## config.mk

```make
export PLATFORM = sky130hd
export DESIGN_NAME = slice_prb_share_rebalancer
export DESIGN_NICKNAME = d
export VERILOG_FILES = /design/src/sv/spr_pkg.sv /design/src/sv/spr_dp.sv /design/src/sv/spr_ctrl.sv /design/src/sv/slice_prb_share_rebalancer.sv
export VERILOG_INCLUDE_DIRS = /design/src /design/src/sv
export SDC_FILE = /design/constraint.sdc
export NUM_CORES = 1
export LEC_CHECK = 0
export BUFFER_PORTS_ARGS = -buffer_cell sky130_fd_sc_hd__buf_4
export CAP_MARGIN = 20
export CORE_ASPECT_RATIO = 0.7
export CORE_MARGIN = 2
export CORE_UTILIZATION = 48
export DETAILED_ROUTE_END_ITERATION = 6
export MAX_ROUTING_LAYER = met4
export PLACE_DENSITY = 0.7
export SYNTH_ARGS = -nofsm -noshare
export SYNTH_HDL_FRONTEND = slang
export SYNTH_SLANG_ARGS = --single-unit
```

## constraint.sdc

```tcl
create_clock -name clk_i -period 8.1 [get_ports clk_i]
set_input_delay 0.81 -clock clk_i [delete_from_list [all_inputs] [get_ports clk_i]]
set_output_delay 0.81 -clock clk_i [all_outputs]
set_load 0.02 [all_outputs]
```

## src/sv/slice_prb_share_rebalancer_assert.svh

```systemverilog
// ---------------------------------------------------------------------------
// Assertion macros for the slice share rebalancer
// Clocked on clk_i, disabled while rst_ni is low.
// ---------------------------------------------------------------------------
`ifndef SLICE_PRB_SHARE_REBALANCER_ASSERT_SVH
`define SLICE_PRB_SHARE_REBALANCER_ASSERT_SVH

// Same-cycle implication.
`define SPR_ASSERT_IMP(lbl, ante, cons, msg) \
  lbl: assert property (@(posedge clk_i) disable iff (!rst_ni) (ante) |-> (cons)) \
    else $error(msg);

// Next-cycle implication.
`define SPR_ASSERT_NXT(lbl, ante, cons, msg) \
  lbl: assert property (@(posedge clk_i) disable iff (!rst_ni) (ante) |=> (cons)) \
    else $error(msg);

`endif

```

## src/sv/spr_pkg.sv

```systemverilog
// ---------------------------------------------------------------------------
// spr_pkg: shared types and constants of the slice share rebalancer
// Codes, reset values, controller/datapath interface structs, action decode.
// ---------------------------------------------------------------------------
package spr_pkg;

  localparam int SHARE_BITS_DEF = 9;
  localparam int PASS_LIMIT_DEF = 100;
  localparam int ACTION_COUNT   = 27;

  localparam int RST_TOTAL   = 100;
  localparam int RST_SHARE_A = 34;
  localparam int RST_SHARE_B = 33;
  localparam int RST_SHARE_C = 33;

  typedef enum logic [1:0] {
    CFG_TOTAL  = 2'd0,
    CFG_INIT_A = 2'd1,
    CFG_INIT_B = 2'd2,
    CFG_INIT_C = 2'd3
  } cfg_idx_e;

  typedef enum logic [1:0] {
    KIND_ACTION = 2'd0,
    KIND_TICK   = 2'd1,
    KIND_START  = 2'd2
  } kind_e;

  typedef enum logic [1:0] {
    ST_OK     = 2'd0,
    ST_REJECT = 2'd1,
    ST_REVERT = 2'd2
  } status_e;

  typedef enum logic [2:0] {
    S_IDLE,
    S_APPLY,
    S_SUM,
    S_GROW,
    S_SHRINK,
    S_FINISH
  } state_e;

  typedef struct packed {
    logic    tick;
    logic    start;
    logic    latch;
    logic    apply;
    logic    sum_load;
    logic    grow_step;
    logic    shrink_step;
    logic    revert;
    logic    out_load;
    status_e out_status;
  } cmd_t;

  typedef struct packed {
    logic sum_lt;
    logic sum_gt;
    logic shr_done;
    logic shr_revert;
  } sts_t;

  typedef logic [2:0][1:0] digits_t;

  // Split an action code into its three base-3 digits, most significant
  // digit first (slice 0).
  function automatic digits_t decode_digits(input logic [4:0] a);
    logic [1:0] d0;
    logic [1:0] d1;
    logic [4:0] r1;
    logic [4:0] r2;
    digits_t    f;
    d0 = (a >= 5'd18) ? 2'd2 : ((a >= 5'd9) ? 2'd1 : 2'd0);
    r1 = a - ({3'b000, d0} * 5'd9);
    d1 = (r1 >= 5'd6) ? 2'd2 : ((r1 >= 5'd3) ? 2'd1 : 2'd0);
    r2 = r1 - ({3'b000, d1} * 5'd3);
    f[0] = d0;
    f[1] = d1;
    f[2] = r2[1:0];
    return f;
  endfunction

endpackage

```

## src/sv/spr_dp.sv

```systemverilog
// ---------------------------------------------------------------------------
// spr_dp: share datapath
// Config registers, slice shares, running sum, shrink-pass bookkeeping and
// the result register.
// ---------------------------------------------------------------------------
module spr_dp #(
  parameter int SHARE_BITS = spr_pkg::SHARE_BITS_DEF,
  parameter int PASS_LIMIT = spr_pkg::PASS_LIMIT_DEF
) (
  input  logic                  clk_i,
  input  logic                  rst_ni,
  input  logic                  cfg_we_i,
  input  logic [1:0]            cfg_idx_i,
  input  logic [SHARE_BITS-1:0] cfg_data_i,
  input  logic [4:0]            action_id_i,
  input  spr_pkg::cmd_t         cmd_i,
  output spr_pkg::sts_t         sts_o,
  output logic [SHARE_BITS-1:0] share_a_o,
  output logic [SHARE_BITS-1:0] share_b_o,
  output logic [SHARE_BITS-1:0] share_c_o,
  output logic [1:0]            status_o
);

  localparam int SW   = SHARE_BITS + 1;
  localparam int SUMW = SHARE_BITS + 2;
  localparam int PW   = $clog2(PASS_LIMIT + 2);

  logic [SHARE_BITS-1:0] total_q;
  logic [SHARE_BITS-1:0] init_q [3];
  logic [SW-1:0]         share_q [3];
  logic [SW-1:0]         share_d [3];
  logic [1:0]            rot_q, rot_d;

  logic [SUMW-1:0]       sum_q, sum_d;
  logic [1:0]            ptr_q, ptr_d;
  logic [1:0]            visit_q, visit_d;
  logic                  removed_q, removed_d;
  logic [PW-1:0]         pass_q, pass_d;
  logic [4:0]            act_q;
  logic [SHARE_BITS-1:0] out_share_q [3];
  spr_pkg::status_e      out_status_q;

  spr_pkg::digits_t      digit;
  logic [1:0]            min_idx;
  logic                  dec;
  logic [SUMW-1:0]       sum_n;
  logic [SUMW-1:0]       total_ext;
  logic                  removed_n;
  logic                  pass_end;
  logic [PW:0]           pass_inc;
  logic                  over;
  logic [SW:0]           applied [3];

  assign digit     = spr_pkg::decode_digits(act_q);
  assign total_ext = SUMW'(total_q);
  assign dec       = share_q[ptr_q] > SW'(1);
  assign sum_n     = sum_q - SUMW'(dec);
  assign removed_n = removed_q | dec;
  assign pass_end  = (visit_q == 2'd2) || (sum_n == total_ext);
  assign pass_inc  = {1'b0, pass_q} + (PW+1)'(1);
  assign over      = pass_inc > (PW+1)'(PASS_LIMIT);

  assign sts_o.sum_lt     = sum_q < total_ext;
  assign sts_o.sum_gt     = sum_q > total_ext;
  assign sts_o.shr_revert = pass_end && (!removed_n || over);
  assign sts_o.shr_done   = pass_end && removed_n && !over && (sum_n == total_ext);

  // Lowest-index smallest slice.
  always_comb begin
    min_idx = 2'd0;
    if (share_q[1] < share_q[0]) begin
      min_idx = 2'd1;
    end
    if (share_q[2] < share_q[min_idx]) begin
      min_idx = 2'd2;
    end
  end

  always_comb begin
    for (int s = 0; s < 3; s++) begin
      applied[s] = {1'b0, share_q[s]} + (SW+1)'(digit[s]);
      share_d[s] = share_q[s];
      if (cmd_i.revert || cmd_i.start) begin
        share_d[s] = SW'(init_q[s]);
      end else if (cmd_i.apply) begin
        share_d[s] = (applied[s] >= (SW+1)'(2)) ? SW'(applied[s] - (SW+1)'(1)) : SW'(1);
      end else if (cmd_i.grow_step && (min_idx == 2'(s))) begin
        share_d[s] = share_q[s] + SW'(1);
      end else if (cmd_i.shrink_step && (ptr_q == 2'(s)) && dec) begin
        share_d[s] = share_q[s] - SW'(1);
      end
    end
  end

  always_comb begin
    rot_d = rot_q;
    if (cmd_i.start) begin
      rot_d = 2'd0;
    end else if (cmd_i.tick) begin
      rot_d = (rot_q == 2'd2) ? 2'd0 : rot_q + 2'd1;
    end
  end

  always_comb begin
    sum_d     = sum_q;
    ptr_d     = ptr_q;
    visit_d   = visit_q;
    removed_d = removed_q;
    pass_d    = pass_q;
    if (cmd_i.sum_load) begin
      sum_d     = SUMW'(share_q[0]) + SUMW'(share_q[1]) + SUMW'(share_q[2]);
      ptr_d     = rot_q;
      visit_d   = 2'd0;
      removed_d = 1'b0;
      pass_d    = '0;
    end else if (cmd_i.grow_step) begin
      sum_d = sum_q + SUMW'(1);
    end else if (cmd_i.shrink_step) begin
      sum_d = sum_n;
      ptr_d = (ptr_q == 2'd2) ? 2'd0 : ptr_q + 2'd1;
      if (pass_end) begin
        visit_d   = 2'd0;
        removed_d = 1'b0;
        pass_d    = pass_inc[PW-1:0];
      end else begin
        visit_d   = visit_q + 2'd1;
        removed_d = removed_n;
      end
    end
  end

  always_ff @(posedge clk_i or negedge rst_ni) begin
    if (!rst_ni) begin
      total_q    <= SHARE_BITS'(spr_pkg::RST_TOTAL);
      init_q[0]  <= SHARE_BITS'(spr_pkg::RST_SHARE_A);
      init_q[1]  <= SHARE_BITS'(spr_pkg::RST_SHARE_B);
      init_q[2]  <= SHARE_BITS'(spr_pkg::RST_SHARE_C);
      share_q[0] <= SW'(spr_pkg::RST_SHARE_A);
      share_q[1] <= SW'(spr_pkg::RST_SHARE_B);
      share_q[2] <= SW'(spr_pkg::RST_SHARE_C);
      rot_q      <= 2'd0;
    end else begin
      if (cfg_we_i) begin
        case (cfg_idx_i)
          spr_pkg::CFG_TOTAL:  total_q   <= cfg_data_i;
          spr_pkg::CFG_INIT_A: init_q[0] <= cfg_data_i;
          spr_pkg::CFG_INIT_B: init_q[1] <= cfg_data_i;
          spr_pkg::CFG_INIT_C: init_q[2] <= cfg_data_i;
          default: ;
        endcase
      end
      share_q <= share_d;
      rot_q   <= rot_d;
    end
  end

  always_ff @(posedge clk_i) begin
    sum_q     <= sum_d;
    ptr_q     <= ptr_d;
    visit_q   <= visit_d;
    removed_q <= removed_d;
    pass_q    <= pass_d;
    if (cmd_i.latch) begin
      act_q <= action_id_i;
    end
    if (cmd_i.out_load) begin
      for (int s = 0; s < 3; s++) begin
        out_share_q[s] <= share_q[s][SHARE_BITS-1:0];
      end
      out_status_q <= cmd_i.out_status;
    end
  end

  assign share_a_o = out_share_q[0];
  assign share_b_o = out_share_q[1];
  assign share_c_o = out_share_q[2];
  assign status_o  = out_status_q;

endmodule

```

## src/sv/spr_ctrl.sv

```systemverilog
// ---------------------------------------------------------------------------
// spr_ctrl: sequencing controller
// Takes one item, steps an action through apply, sum, grow and shrink,
// and hands every result to the output register.
// ---------------------------------------------------------------------------
module spr_ctrl (
  input  logic          clk_i,
  input  logic          rst_ni,
  input  logic          in_valid_i,
  output logic          in_ready_o,
  input  logic [1:0]    kind_i,
  input  logic [4:0]    action_id_i,
  output logic          out_valid_o,
  input  logic          out_ready_i,
  input  spr_pkg::sts_t sts_i,
  output spr_pkg::cmd_t cmd_o
);

  spr_pkg::state_e  state_q, state_d;
  spr_pkg::status_e status_q, status_d;
  logic             out_valid_q, out_valid_d;

  always_comb begin
    state_d     = state_q;
    status_d    = status_q;
    out_valid_d = out_valid_q && !out_ready_i;
    in_ready_o  = 1'b0;
    cmd_o       = '0;
    cmd_o.out_status = status_q;
    case (state_q)
      spr_pkg::S_IDLE: begin
        in_ready_o = 1'b1;
        if (in_valid_i) begin
          status_d = spr_pkg::ST_OK;
          state_d  = spr_pkg::S_FINISH;
          case (kind_i)
            spr_pkg::KIND_ACTION: begin
              if (action_id_i >= 5'(spr_pkg::ACTION_COUNT)) begin
                status_d = spr_pkg::ST_REJECT;
              end else begin
                cmd_o.latch = 1'b1;
                state_d     = spr_pkg::S_APPLY;
              end
            end
            spr_pkg::KIND_TICK:  cmd_o.tick  = 1'b1;
            spr_pkg::KIND_START: cmd_o.start = 1'b1;
            default: ;
          endcase
        end
      end
      spr_pkg::S_APPLY: begin
        cmd_o.apply = 1'b1;
        state_d     = spr_pkg::S_SUM;
      end
      spr_pkg::S_SUM: begin
        cmd_o.sum_load = 1'b1;
        state_d        = spr_pkg::S_GROW;
      end
      spr_pkg::S_GROW: begin
        if (sts_i.sum_lt) begin
          cmd_o.grow_step = 1'b1;
        end else if (sts_i.sum_gt) begin
          state_d = spr_pkg::S_SHRINK;
        end else begin
          status_d = spr_pkg::ST_OK;
          state_d  = spr_pkg::S_FINISH;
        end
      end
      spr_pkg::S_SHRINK: begin
        cmd_o.shrink_step = 1'b1;
        if (sts_i.shr_revert) begin
          cmd_o.revert = 1'b1;
          status_d     = spr_pkg::ST_REVERT;
          state_d      = spr_pkg::S_FINISH;
        end else if (sts_i.shr_done) begin
          status_d = spr_pkg::ST_OK;
          state_d  = spr_pkg::S_FINISH;
        end
      end
      spr_pkg::S_FINISH: begin
        if (!out_valid_q || out_ready_i) begin
          cmd_o.out_load = 1'b1;
          out_valid_d    = 1'b1;
          state_d        = spr_pkg::S_IDLE;
        end
      end
      default: state_d = spr_pkg::S_IDLE;
    endcase
  end

  always_ff @(posedge clk_i or negedge rst_ni) begin
    if (!rst_ni) begin
      state_q     <= spr_pkg::S_IDLE;
      status_q    <= spr_pkg::ST_OK;
      out_valid_q <= 1'b0;
    end else begin
      state_q     <= state_d;
      status_q    <= status_d;
      out_valid_q <= out_valid_d;
    end
  end

  assign out_valid_o = out_valid_q;

endmodule

```

## src/sv/slice_prb_share_rebalancer.sv

```systemverilog
// ---------------------------------------------------------------------------
// slice_prb_share_rebalancer: three-slice resource block share rebalancer
// Sequence: tick, start, rejected and ignored items go straight to the result
//   load; an action steps through apply, sum, G grow steps and V shrink
//   visits (V at most 3*(PASS_LIMIT+1)), one unit per cycle on the share adder.
// Throughput: one item in work at a time; the next transfer is taken the cycle
//   after the result load, and that load waits while a held result is pending.
// Reset: shares 34/33/33, total 100, rotation 0, no result pending.
// ---------------------------------------------------------------------------
module slice_prb_share_rebalancer #(
  parameter int SHARE_BITS = spr_pkg::SHARE_BITS_DEF,
  parameter int PASS_LIMIT = spr_pkg::PASS_LIMIT_DEF
) (
  input  logic                  clk_i,
  input  logic                  rst_ni,
  // configuration write port
  input  logic                  cfg_we_i,
  input  logic [1:0]            cfg_idx_i,
  input  logic [SHARE_BITS-1:0] cfg_data_i,
  // input channel
  input  logic                  in_valid_i,
  output logic                  in_ready_o,
  input  logic [1:0]            kind_i,
  input  logic [4:0]            action_id_i,
  // result channel
  output logic                  out_valid_o,
  input  logic                  out_ready_i,
  output logic [SHARE_BITS-1:0] share_a_o,
  output logic [SHARE_BITS-1:0] share_b_o,
  output logic [SHARE_BITS-1:0] share_c_o,
  output logic [1:0]            status_o
);

  // Command and status buses between the sequencer and the datapath.
  spr_pkg::cmd_t cmd;
  spr_pkg::sts_t sts;

  // Sequencer: accepts one transfer in idle, walks the action through
  // apply (delta plus floor), sum, grow (one unit per cycle to the smallest
  // slice) and shrink (one slice visit per cycle from the rotation index),
  // then parks the result in the output register. A result still waiting
  // for its transfer does not stop the next item from being taken; only
  // the final load waits for the register to free up.
  spr_ctrl u_ctrl (
    .clk_i       (clk_i),
    .rst_ni      (rst_ni),
    .in_valid_i  (in_valid_i),
    .in_ready_o  (in_ready_o),
    .kind_i      (kind_i),
    .action_id_i (action_id_i),
    .out_valid_o (out_valid_o),
    .out_ready_i (out_ready_i),
    .sts_i       (sts),
    .cmd_o       (cmd)
  );

  // Datapath: holds the config registers, the shares, the running sum and
  // the pass counter; reports sum compares and the end-of-pass verdict
  // (finished, or revert on an empty pass or past the pass limit).
  spr_dp #(
    .SHARE_BITS (SHARE_BITS),
    .PASS_LIMIT (PASS_LIMIT)
  ) u_dp (
    .clk_i       (clk_i),
    .rst_ni      (rst_ni),
    .cfg_we_i    (cfg_we_i),
    .cfg_idx_i   (cfg_idx_i),
    .cfg_data_i  (cfg_data_i),
    .action_id_i (action_id_i),
    .cmd_i       (cmd),
    .sts_o       (sts),
    .share_a_o   (share_a_o),
    .share_b_o   (share_b_o),
    .share_c_o   (share_c_o),
    .status_o    (status_o)
  );

  // Checks: hold off new transfers while an item is in work, free the
  // input side whenever a fresh result appears, and turn ticks around fast.
`include "slice_prb_share_rebalancer_assert.svh"

  `SPR_ASSERT_NXT(a_busy_after_accept, in_valid_i && in_ready_o, !in_ready_o, "input taken while busy")
  `SPR_ASSERT_IMP(a_result_frees_input, $rose(out_valid_o), in_ready_o, "result without idle")
  `SPR_ASSERT_NXT(a_tick_result, in_valid_i && in_ready_o && kind_i == spr_pkg::KIND_TICK, ##1 out_valid_o, "tick result late")

endmodule

```

==> After elaboration in Yosys (flattened, before gate mapping) <==
Memory sizes are Yosys's and may differ from the RTL's.
Index checks and enable logic that the tools add are counted.
{ "classes": {"n_addsub": 22, "n_mul": 2, "magnitude_cmp": 16, "n_eq_ne": 23, "muxes": 75, "bitwise": 4, "n_reduce_logical": 43} }
{ "op_table": {"columns": ["cell", "count"], "rows": [
  ["$mux 10", 19],
  ["$sub 10x1->10 const B", 6],
  ["$bmux 10 s2", 2],
  ["$mux 2", 17],
  ["$add 10x2->11", 3],
  ["$ge 11x2->1 const B", 3],
  ["$mux 11", 3],
  ["$add 10x1->10 const B", 3],
  ["$mux 3", 9],
  ["$mux 1", 23],
  ["$lt 10x10->1", 2],
  ["$pmux 3 s6", 1],
  ["$eq 2x2->1 const B", 7],
  ["$logic_and 1x1->1", 14],
  ["$reduce_and 2->1", 6],
  ["$reduce_bool 4->1", 3],
  ["$add 10x10->11", 1],
  ["$add 11x1->11 const B", 1],
  ["$add 11x10->11", 1],
  ["$eq 11x9->1", 1],
  ["$gt 11x9->1", 1],
  ["$lt 11x9->1", 1],
  ["$sub 11x1->11", 1],
  ["$ge 5x5->1 const B", 2],
  ["other kinds (33)", 55]
]} }
{ "totals": {"register_bits": 104, "mem_bits_rw": 27, "inputBits": 23, "elab_cells": 204, "n_memories": 1} }
{ "memory_table": {"columns": ["memory", "depth", "word_bits", "rd", "rd_clocked_by_memory_dff", "wr", "line", "text"], "rows": [
  ["u_dp.out_share_q", 3, 9, 3, 0, 3, "spr_dp.sv:40", "logic [SHARE_BITS-1:0] out_share_q [3];"]
]} }

==> Depth between registers and ports, before layout <==
Gate-level depths: netlist (run 1).
{ "depth": {"ltp_word": 17, "depth_mapped": 26, "ltp_nobuf": 24} }

==> By module <==
Synthesis (run 1) repeated with hierarchy kept, for this count alone.
{ "hier_totals": {"cells_unflattened": 1134, "area_unflattened_um2": 10467.5} }
{ "modules_own_cells": {"columns": ["mod", "instances", "cells_each", "area_per_inst_um2", "seq_area_each_um2"], "rows": [
  ["spr_dp", 1, 1080, 10003.3, 3331.9],
  ["spr_ctrl", 1, 54, 464.2, 150.1]
]} }

==> Worst setup path before layout (run 1) <==
OpenSTA, ideal clock, no wires.
{ "synth_timing": {"kind": "flip-flop to flip-flop", "from": "reg u_dp.share_q[21] (netlist name)", "to": "reg u_dp.share_q[28] (netlist name)", "setup_time_ps": 125, "arrival_ps": 5475, "required_ps": 7975, "setup_slack_ps": 2500, "path_stages_with_launch": 24, "path_buffers": 1, "cell_sequence": "dfstp_2 inv_1 ha_1 a21boi_0 o311ai_0 and2_1 clkbuf_1 a21oi_1 ha_1 nand4_1 nor3_1 o21ai_0 a211oi_1 inv_1 fa_1 a21o_1 a21oi_1 nor2b_1 o21ai_0 a21oi_1 xor2_1 a32o_1 a22o_1 mux2_4"} }
{ "synth_via": {"elab_chain_cells": 13, "elab_cells_between_ends": 36, "cone_classes": "add/sub: 5; order compare: 4; eq/ne: 1; mux: 15; bitwise: 2; reduce/logical: 9"} }
{ "synth_lines": {"columns": ["item", "line", "text"], "rows": [
  ["start, declared", "spr_dp.sv:30", "logic [SW-1:0] share_q [3];"],
  ["start signal, assigned", "spr_dp.sv:152", "share_q <= share_d;"],
  ["branches (longest 13 deep; another with $sub 11x1->11)", null, null]
]} }
Several ways; the timed one is not identified. The select of a mux whose other input is x is not followed.
A chain may end at the register's enable or synchronous reset.

==> Worst setup path after layout (run 1) <==
{ "layout_timing": {"from": "reg u_dp.share_q[21] (netlist name)", "to": "reg u_dp.share_q[18] (netlist name)"} }
{ "layout_via": {"elab_chain_cells": 13, "elab_cells_between_ends": 29, "cone_classes": "add/sub: 1; order compare: 3; eq/ne: 2; mux: 13; bitwise: 2; reduce/logical: 8"} }
{ "layout_lines": {"columns": ["item"], "rows": [
  ["branches (longest 13 deep; another with $sub 11x1->11)"]
]} }
Several ways; the timed one is not identified. The select of a mux whose other input is x is not followed.

==> key figures, run 1 <==
Pwr
  – Combinational power share: 0.598
  – Maximum VDD drop: 0.000228 V
  – Sw Ratio: 0.473
  – Leakage: 5.04 nW
  – P_int: 2.95 mW
  – Clk pwr share: 0.147
  – Reg power frac: 0.256
  – PD cells: 476 nW/µm²
  – Sw Pwr: 2.65 mW

Floorplan
  – Die Wd: 181 µm
  – Die H: 128 µm
  – Core ar.: 21600 µm²
  – Top-level I/O count: 54
  – Placement row count: 45
  – Die ar.: 23100 µm²
  – Starting Density: 0.487

Global route
  – Total Routing Usage GR: 0.267
  – Met2 usage: 0.357
  – Vias in the first global route: 8215
  – First-pass GRT wire length: 46300 µm
  – Initial antenna violation count: 1
  – Largest net degree at the start of global routing: 75
  – Met3 Use GR: 0.0773
  – Met1 Usage GRT: 0.399
  – Gr ovfl total: 0
  – Gr busiest metal: met1

Clocking
  – Post-CTS setup buffer count: 0
  – Hold-fix buffers at CTS: 0
  – Latest clock arrival within the worst-skew pair: 430 ps
  – CTS tree: done
  – Post-CTS sizing: 0
  – Root buffer cell: clkbuf_16
  – H-tree depth: 4
  – Clock-pin slew on the worst setup and hold paths: 60 ps
  – CTS Buf Count: 17
  – Clock tree sinks: 131
  – CTS max path bufs: 2

Placed design
  – DP Worst Slack: 1800 ps
  – DP Wirelength: 21800 µm
  – Gpl congestion: 0.983
  – PortBufs: 53
  – Placed instance count: 1425

STA
  – Setup-failing EPs final: 0
  – Minimum clock period: 6470 ps
  – Slew Viols, Final: 0
  – Slew HR: 0.337
  – Max Clock Skew: 9.49 ps
  – Slew @ Worst Pin: 993 ps
  – Final-report hold violation count: 0
  – Hold WS: 452 ps
  – Final worst setup slack: 1630 ps
  – RSZ-0062 raised after global routing: no
  – Final period utilization: 0.798
  – Setup TNS: 0 ps
  – Fmax: 0.155 GHz

Synth
  – Syn Nets: 1251
  – Netlist Area Pre-Place: 10500 µm²
  – Synth cell types: 78
  – Mapped Avg Cell Area: 9.32 µm²
  – Register area share after synthesis: 0.332
  – Synth async-reset ratio: 0.565
  – Yosys warning count: 0
  – Synth Flop Type: dfrtp_1
  – Mapped Cells: 1126
  – EDFF count, synth: 47
  – Yosys reg bits: 131

Detailed routing
  – Drt first pass iters: 5
  – DRC: 0
  – Wire length per cell: 20.2 µm
  – Initial DRC count: 744
  – Total number of vias: 8840
  – Post-route ant nets: 0
  – Vias per cell: 6.07
  – Routed wire length: 29400 µm

Worst setup path
  – Slowest stage cell, crit path: dfstp_2
  – Setup CP Type: reg -> reg
  – Data arrival, critical path: 6780 ps
  – Startpoint types: flip-flop
  – Slowest cell delay on critical path: 630 ps
  – Bufs and invs on worst path: 2
  – CP delay by family, top: compound AO/OA/AOI/OAI gates
  – Maximum fanout along the worst path: 11
  – Crit end category: flip-flop
  – Crit path cell chain: inv_1, ha_1, a21boi_0, o311ai_0, and2_1, a21oi_1, ha_1, nand4_1, nor3_1, o21ai_0, a211oi_1, inv_1, fa_1, a21o_1, a21oi_1, o21ai_0, o41ai_1, xor2_1, nor2_1, a21oi_1, o21ai_0, mux2_4
  – Worst EP required: 8420 ps

Final layout
  – Util after Layout: 0.546
  – # diodes: 0
  – Syn-to-layout area delta: 12.1%
  – Nets: 1287
  – Share of cells above drive strength 1: 0.157
  – Final std cells w/o fill: 1457

Hold path
  – HP Class: reg -> reg

Status
  – Outcome: finished, final reports clean

Flow run
  – Maxcap violations: 0
layout by cell type, fill, tap and decap left out, types with 8 or more instances in the layout:
cell / count
a22o_1: 9
o31ai_1: 10
nand2b_1: 11
dfxtp_1: 10
edfxtp_1: 47
nand2_1: 91
mux2_2: 31
nand4_1: 16
dfstp_2: 15
clkbuf_16: 19
buf_4: 62
xor2_1: 40
o21ai_0: 70
a21o_1: 14
xnor2_1: 41
and3_1: 14
ha_1: 84
inv_1: 71
a21oi_1: 67
a211oi_1: 8
nor2b_1: 10
nor3_1: 31
nand3_1: 28
nor4_1: 9
or3_1: 9
mux2_4: 25
dfrtp_1: 59
nor2_1: 85
fa_1: 18
mux2i_1: 16
o22ai_1: 9
nand3b_1: 8
a22oi_1: 14
sequential cells by signal, indices dropped and copies added (netlist names):
name,count
u_dp.share_q,30
u_dp.init_q,27
u_dp.out_share_q,27
u_dp.sum_q,11
u_dp.total_q,9
u_dp.pass_q,7
u_dp.act_q,5
u_ctrl.state_q,3
u_ctrl.status_q,2
u_dp.ptr_q,2
u_dp.rot_q,2
u_dp.status_o,2
u_dp.visit_q,2
u_ctrl.out_valid_o,1
u_dp.removed_q,1
worst reg2reg max path, delay by kind of cell, from the launching register on:
kind                     cells  cell delay, ps
flip-flops                   1             630
AO/OA/AOI/OAI               11            2780
adder cells (fa/ha/maj)      3            1100
XOR/XNOR                     1             190
buffers and inverters        2             460
multiplexers                 1             260
AND/OR/NAND/NOR              4             950
routing by layer:
| layer | up-vias | wire, µm | part of all wire |
|---|---|---|---|
| met5 | - | 0 | 0 |
| met4 | 0 | 286 | 0.0097 |
| met3 | 24 | 3220 | 0.11 |
| met2 | 392 | 11700 | 0.40 |
| met1 | 4243 | 14200 | 0.48 |
| li1 | 4181 | - | - |
through the flow:
step | instance area (µm²) | total power [mW]
after floorplan | 10500 | 3.77
after CTS | 11800 | 5.55
final | 11800 | 5.60
after global placement | 11100 | 4.66
after detailed placement | 11100 | 4.69
after global routing | 11800 | 6.05
final timing paths:
kind                                    startpoint            endpoint  slack [ps]  depth (start not counted)
worst max-delay path              u_dp.share_q[21]    u_dp.share_q[18]        1630                         22
worst min-delay path            u_ctrl.status_q[0]    u_dp.status_o[0]         450                          0
worst max register to register    u_dp.share_q[21]    u_dp.share_q[18]        1630                         22
worst min register to register  u_ctrl.status_q[0]    u_dp.status_o[0]         450                          0
max in group asynchronous                   rst_ni  u_ctrl.status_q[1]        6940                          1
min in group asynchronous                   rst_ni     u_dp.total_q[4]         520                          1
power by group through the flow:
stage	sequential, mW	combinational, mW	clock, mW
floorplan	1.26	2.51	0
global placement	1.43	3.23	0
detailed placement	1.43	3.26	0
CTS	1.42	3.29	0.833
global route	1.47	3.72	0.862
finish	1.43	3.35	0.821
kinds of logic after synthesis:
family	Yosys count	share of synthesized area
buffers and inverters	118	0.0454
muxes	72	0.0843
xor gates and xnor gates	81	0.0676
DFF	131	0.332
AOI/OAI and AO/OA	279	0.175
adders and majority gates	102	0.134
and+or+nand+nor	343	0.162
synth_stat cells (8+ instances only):
cell type	count	share of area
nand3_1	28	0.013
nand3b_1	8	0.0057
a21oi_1	68	0.032
o22ai_1	9	0.0054
a21o_1	14	0.010
and3_1	14	0.0083
nor2b_1	10	0.0060
ha_1	84	0.10
clkbuf_1	39	0.014
a211oi_1	8	0.0057
nor3_1	31	0.015
or3_1	9	0.0054
mux2i_1	16	0.015
fa_1	18	0.034
nor4_1	9	0.0054
o31ai_1	10	0.0072
edfxtp_1	47	0.13
dfrtp_1	59	0.14
nand4_1	16	0.0095
dfstp_2	15	0.038
xnor2_1	41	0.034
mux2_4	25	0.036
a22o_1	9	0.0075
nor2_1	85	0.030
mux2_2	31	0.033
nand2_1	91	0.033
xor2_1	40	0.033
o21ai_0	70	0.033
dfxtp_1	10	0.019
inv_1	71	0.025
a22oi_1	14	0.010
nand2b_1	11	0.0066
cell type report:
class                           instances  area (µm²)
Multi-Input combinational cell        877        6560
Tap cell                              282         353
Timing Repair Buffer                   63         470
Inverter                               72         270
Clock inverter                         12         139
Fill cell                            1964        9800
Clock buffer                           20         489
Sequential cell                       131        3480
(Power assumes the default switching activity.)
==> run 2: changes to the inputs <==
- PLACE_DENSITY: 0.7 -> 0.72
- clock period: 8.1 -> 5.88 ns (I/O delays scaled with it)
==> key figures, run 2 (same netlist as run 1, synthesis figures left out) <==
Worst setup path
  – R2R Setup Slk: 180 ps (was 1630 ps)
  – Data arrival, critical path: 6070 ps (was 6780 ps)
  – Setup crit end: u_dp.share_q[0] (was u_dp.share_q[18])
  – Worst reg2reg endpoint: u_dp.share_q[0] (was u_dp.share_q[18])
  – Worst EP required: 6250 ps (was 8420 ps)
  – Startpoint types: flip-flop (unchanged)
  – Crit. Startpoint: u_dp.act_q[3] (was u_dp.share_q[21])
  – Worst reg2reg path depth: 21 (was 22)
  – Setup CP Type: reg -> reg (unchanged)
  – Maximum fanout along the worst path: 6 (was 11)
  – Crit end category: flip-flop (unchanged)
  – RR Startpoint: u_dp.act_q[3] (was u_dp.share_q[21])

Clocking
  – Hold-fix buffers at CTS: 0 (unchanged)
  – CTS tree: done (unchanged)
  – Clock tree sinks: 131 (unchanged)
  – Latest clock arrival within the worst-skew pair: 430 ps (about the same)
  – Root buffer cell: clkbuf_16 (unchanged)
  – CTS Buf Count: 17 (unchanged)
  – Clock-pin slew on the worst setup and hold paths: 60 ps (about the same)
  – CTS max path bufs: 2 (unchanged)
  – H-tree depth: 4 (unchanged)

STA
  – Final-report hold violation count: 0 (unchanged)
  – Slew HR: 0.344 (was 0.337)
  – Setup TNS: 0 ps (unchanged)
  – Max Clock Skew: 10.9 ps (was 9.49 ps)
  – Minimum clock period: 5700 ps (was 6470 ps)
  – Setup-failing EPs final: 0 (unchanged)
  – Fmax: 0.175 GHz (was 0.155 GHz)
  – Slew Viols, Final: 0 (unchanged)
  – Final period utilization: 0.970 (was 0.798)
  – Slew @ Worst Pin: 984 ps (was 993 ps)
  – Final worst setup slack: 177 ps (was 1630 ps)

Floorplan
  – Die H: 128 µm (unchanged)
  – Placement row count: 45 (unchanged)
  – Core ar.: 21600 µm² (unchanged)
  – Die ar.: 23100 µm² (unchanged)
  – Starting Density: 0.487 (unchanged)
  – Die Wd: 181 µm (unchanged)
  – Top-level I/O count: 54 (unchanged)

Pwr
  – PD cells: 662 nW/µm² (was 476 nW/µm²)
  – Leakage: 5.30 nW (was 5.04 nW)
  – Total power: 8.09 mW (was 5.60 mW)
  – Maximum VDD drop: 0.000313 V (was 0.000228 V)

Detailed routing
  – Drt first pass iters: 7 (was 5)
  – DRC: 0 (unchanged)
  – Vias per cell: 6.17 (was 6.07)
  – Total number of vias: 9284 (was 8840)
  – Initial DRC count: 943 (was 744)
  – Post-route ant nets: 0 (unchanged)
  – Wire length per cell: 20.7 µm (was 20.2 µm)
  – Routed wire length: 31100 µm (was 29400 µm)

Final layout
  – # diodes: 0 (unchanged)
  – Leading registers by flop count: u_dp.share_q: 30 flops, u_dp.init_q: 27 flops, u_dp.out_share_q: 27 flops (unchanged)
  – Largest register FFs: 30 (unchanged)
  – Most flops, register: u_dp.share_q (unchanged)
  – Nets: 1335 (was 1287)
  – Syn-to-layout area delta: 16.4% (was 12.1%)
  – Share of cells above drive strength 1: 0.204 (was 0.157)
  – FILL cells: 1845 (was 1964)
  – Most frequent cells in the layout: 111 x buf_4, 90 x nand2_1, 85 x nor2_1, 84 x ha_1, 71 x inv_1 (was 91 x nand2_1, 85 x nor2_1, 84 x ha_1, 71 x inv_1, 70 x o21ai_0)
  – Commonest non-fill, non-tap cell in the layout: buf_4 (was nand2_1)

Status
  – Outcome: finished, final reports clean (unchanged)

Global route
  – First-pass GRT wire length: 48700 µm (was 46300 µm)
  – Vias in the first global route: 8572 (was 8215)
  – Initial antenna violation count: 1 (unchanged)
  – Total Routing Usage GR: 0.281 (was 0.267)
  – Gr ovfl total: 0 (unchanged)
  – Largest net degree at the start of global routing: 75 (unchanged)

Hold path
  – HP Class: in -> async (was reg -> reg)

Flow run
  – Maxcap violations: 0 (unchanged)

Placed design
  – Gpl congestion: 0.960 (was 0.983)
  – DP Wirelength: 23300 µm (was 21800 µm)
  – PortBufs: 53 (unchanged)
  – DP Worst Slack: -251 ps (was 1800 ps)
==> run 2: power breakdown <==
part           internal, mW  switching [mW]
Clock                 0.665           0.440
Sequential             1.37           0.332
Combinational          2.24            3.04
==> run 2: metal layers <==
layer	share of wire	GRT usage	vias to the layer above
met1	0.46	0.411	4535
met3	0.12	0.0787	30
met4	0.012	0.0650	0
li1	-	-	4291
met5	0	-	-
met2	0.41	0.382	428
==> run 2: timing repair <==
action	in CTS	in global routing
endpoints found under the setup margin	3	18
setup buffers	0	2
pin swaps	0	1
gates resized for setup	3	22
==> run 2: stage by stage <==
stage / util / instance area [µm²] / cells / hold WS, ps
after detailed placement: 0.533 / 11500 / 1471 / 447
after global placement: 0.533 / 11500 / 1471 / 438
after global routing: 0.567 / 12200 / 1505 / 341
after CTS: 0.561 / 12100 / 1503 / 340
after floorplan: - / 10500 / 1126 / 292
final: 0.567 / 12200 / 1505 / 316
==> run 2: final cells by class <==
type,count,area [µm²],area share
repair buffers,111,833,0.0682
clock buffers,21,504,0.0413
well taps,282,353,0.0289
inverters,72,270,0.0221
flip-flops and latches,131,3480,0.285
clock inverters,11,109,0.00891
multi-input cells,877,6670,0.546
==> run 2: how the worst min path moves through the flow <==
| stage | startpoint | to | slack, ps | cells past startpoint |
|---|---|---|---|---|
| floorplan | rst_ni | u_ctrl.out_valid_o | 290 | 0 |
| global placement | u_dp.visit_q[0] | u_dp.visit_q[0] | 440 | 2 |
| detailed placement | u_ctrl.status_q[0] | u_dp.status_o[0] | 450 | 0 |
| CTS | action_id_i[0] | u_dp.act_q[0] | 340 | 1 |
| global route | action_id_i[0] | u_dp.act_q[0] | 340 | 1 |
| finish | rst_ni | u_dp.total_q[4] | 320 | 1 |
==> run 2: worst max-delay path, stage by stage, from the launching register on <==
cell and delay, ps:
edfxtp_1 470, nor4b_4 360, a21o_1 180, ha_1 260, ha_1 180, o21ai_0 180, nand2b_1 110, nor2b_1 140
o21ai_0 240, o22ai_2 170, and2_2 250, ha_1 300, ha_1 240, fa_2 400, and4_2 330, nor4b_4 310
o21ai_0 170, mux2i_1 270, nand4_1 200, and2_1 250, a221oi_1 400, mux2_4 230
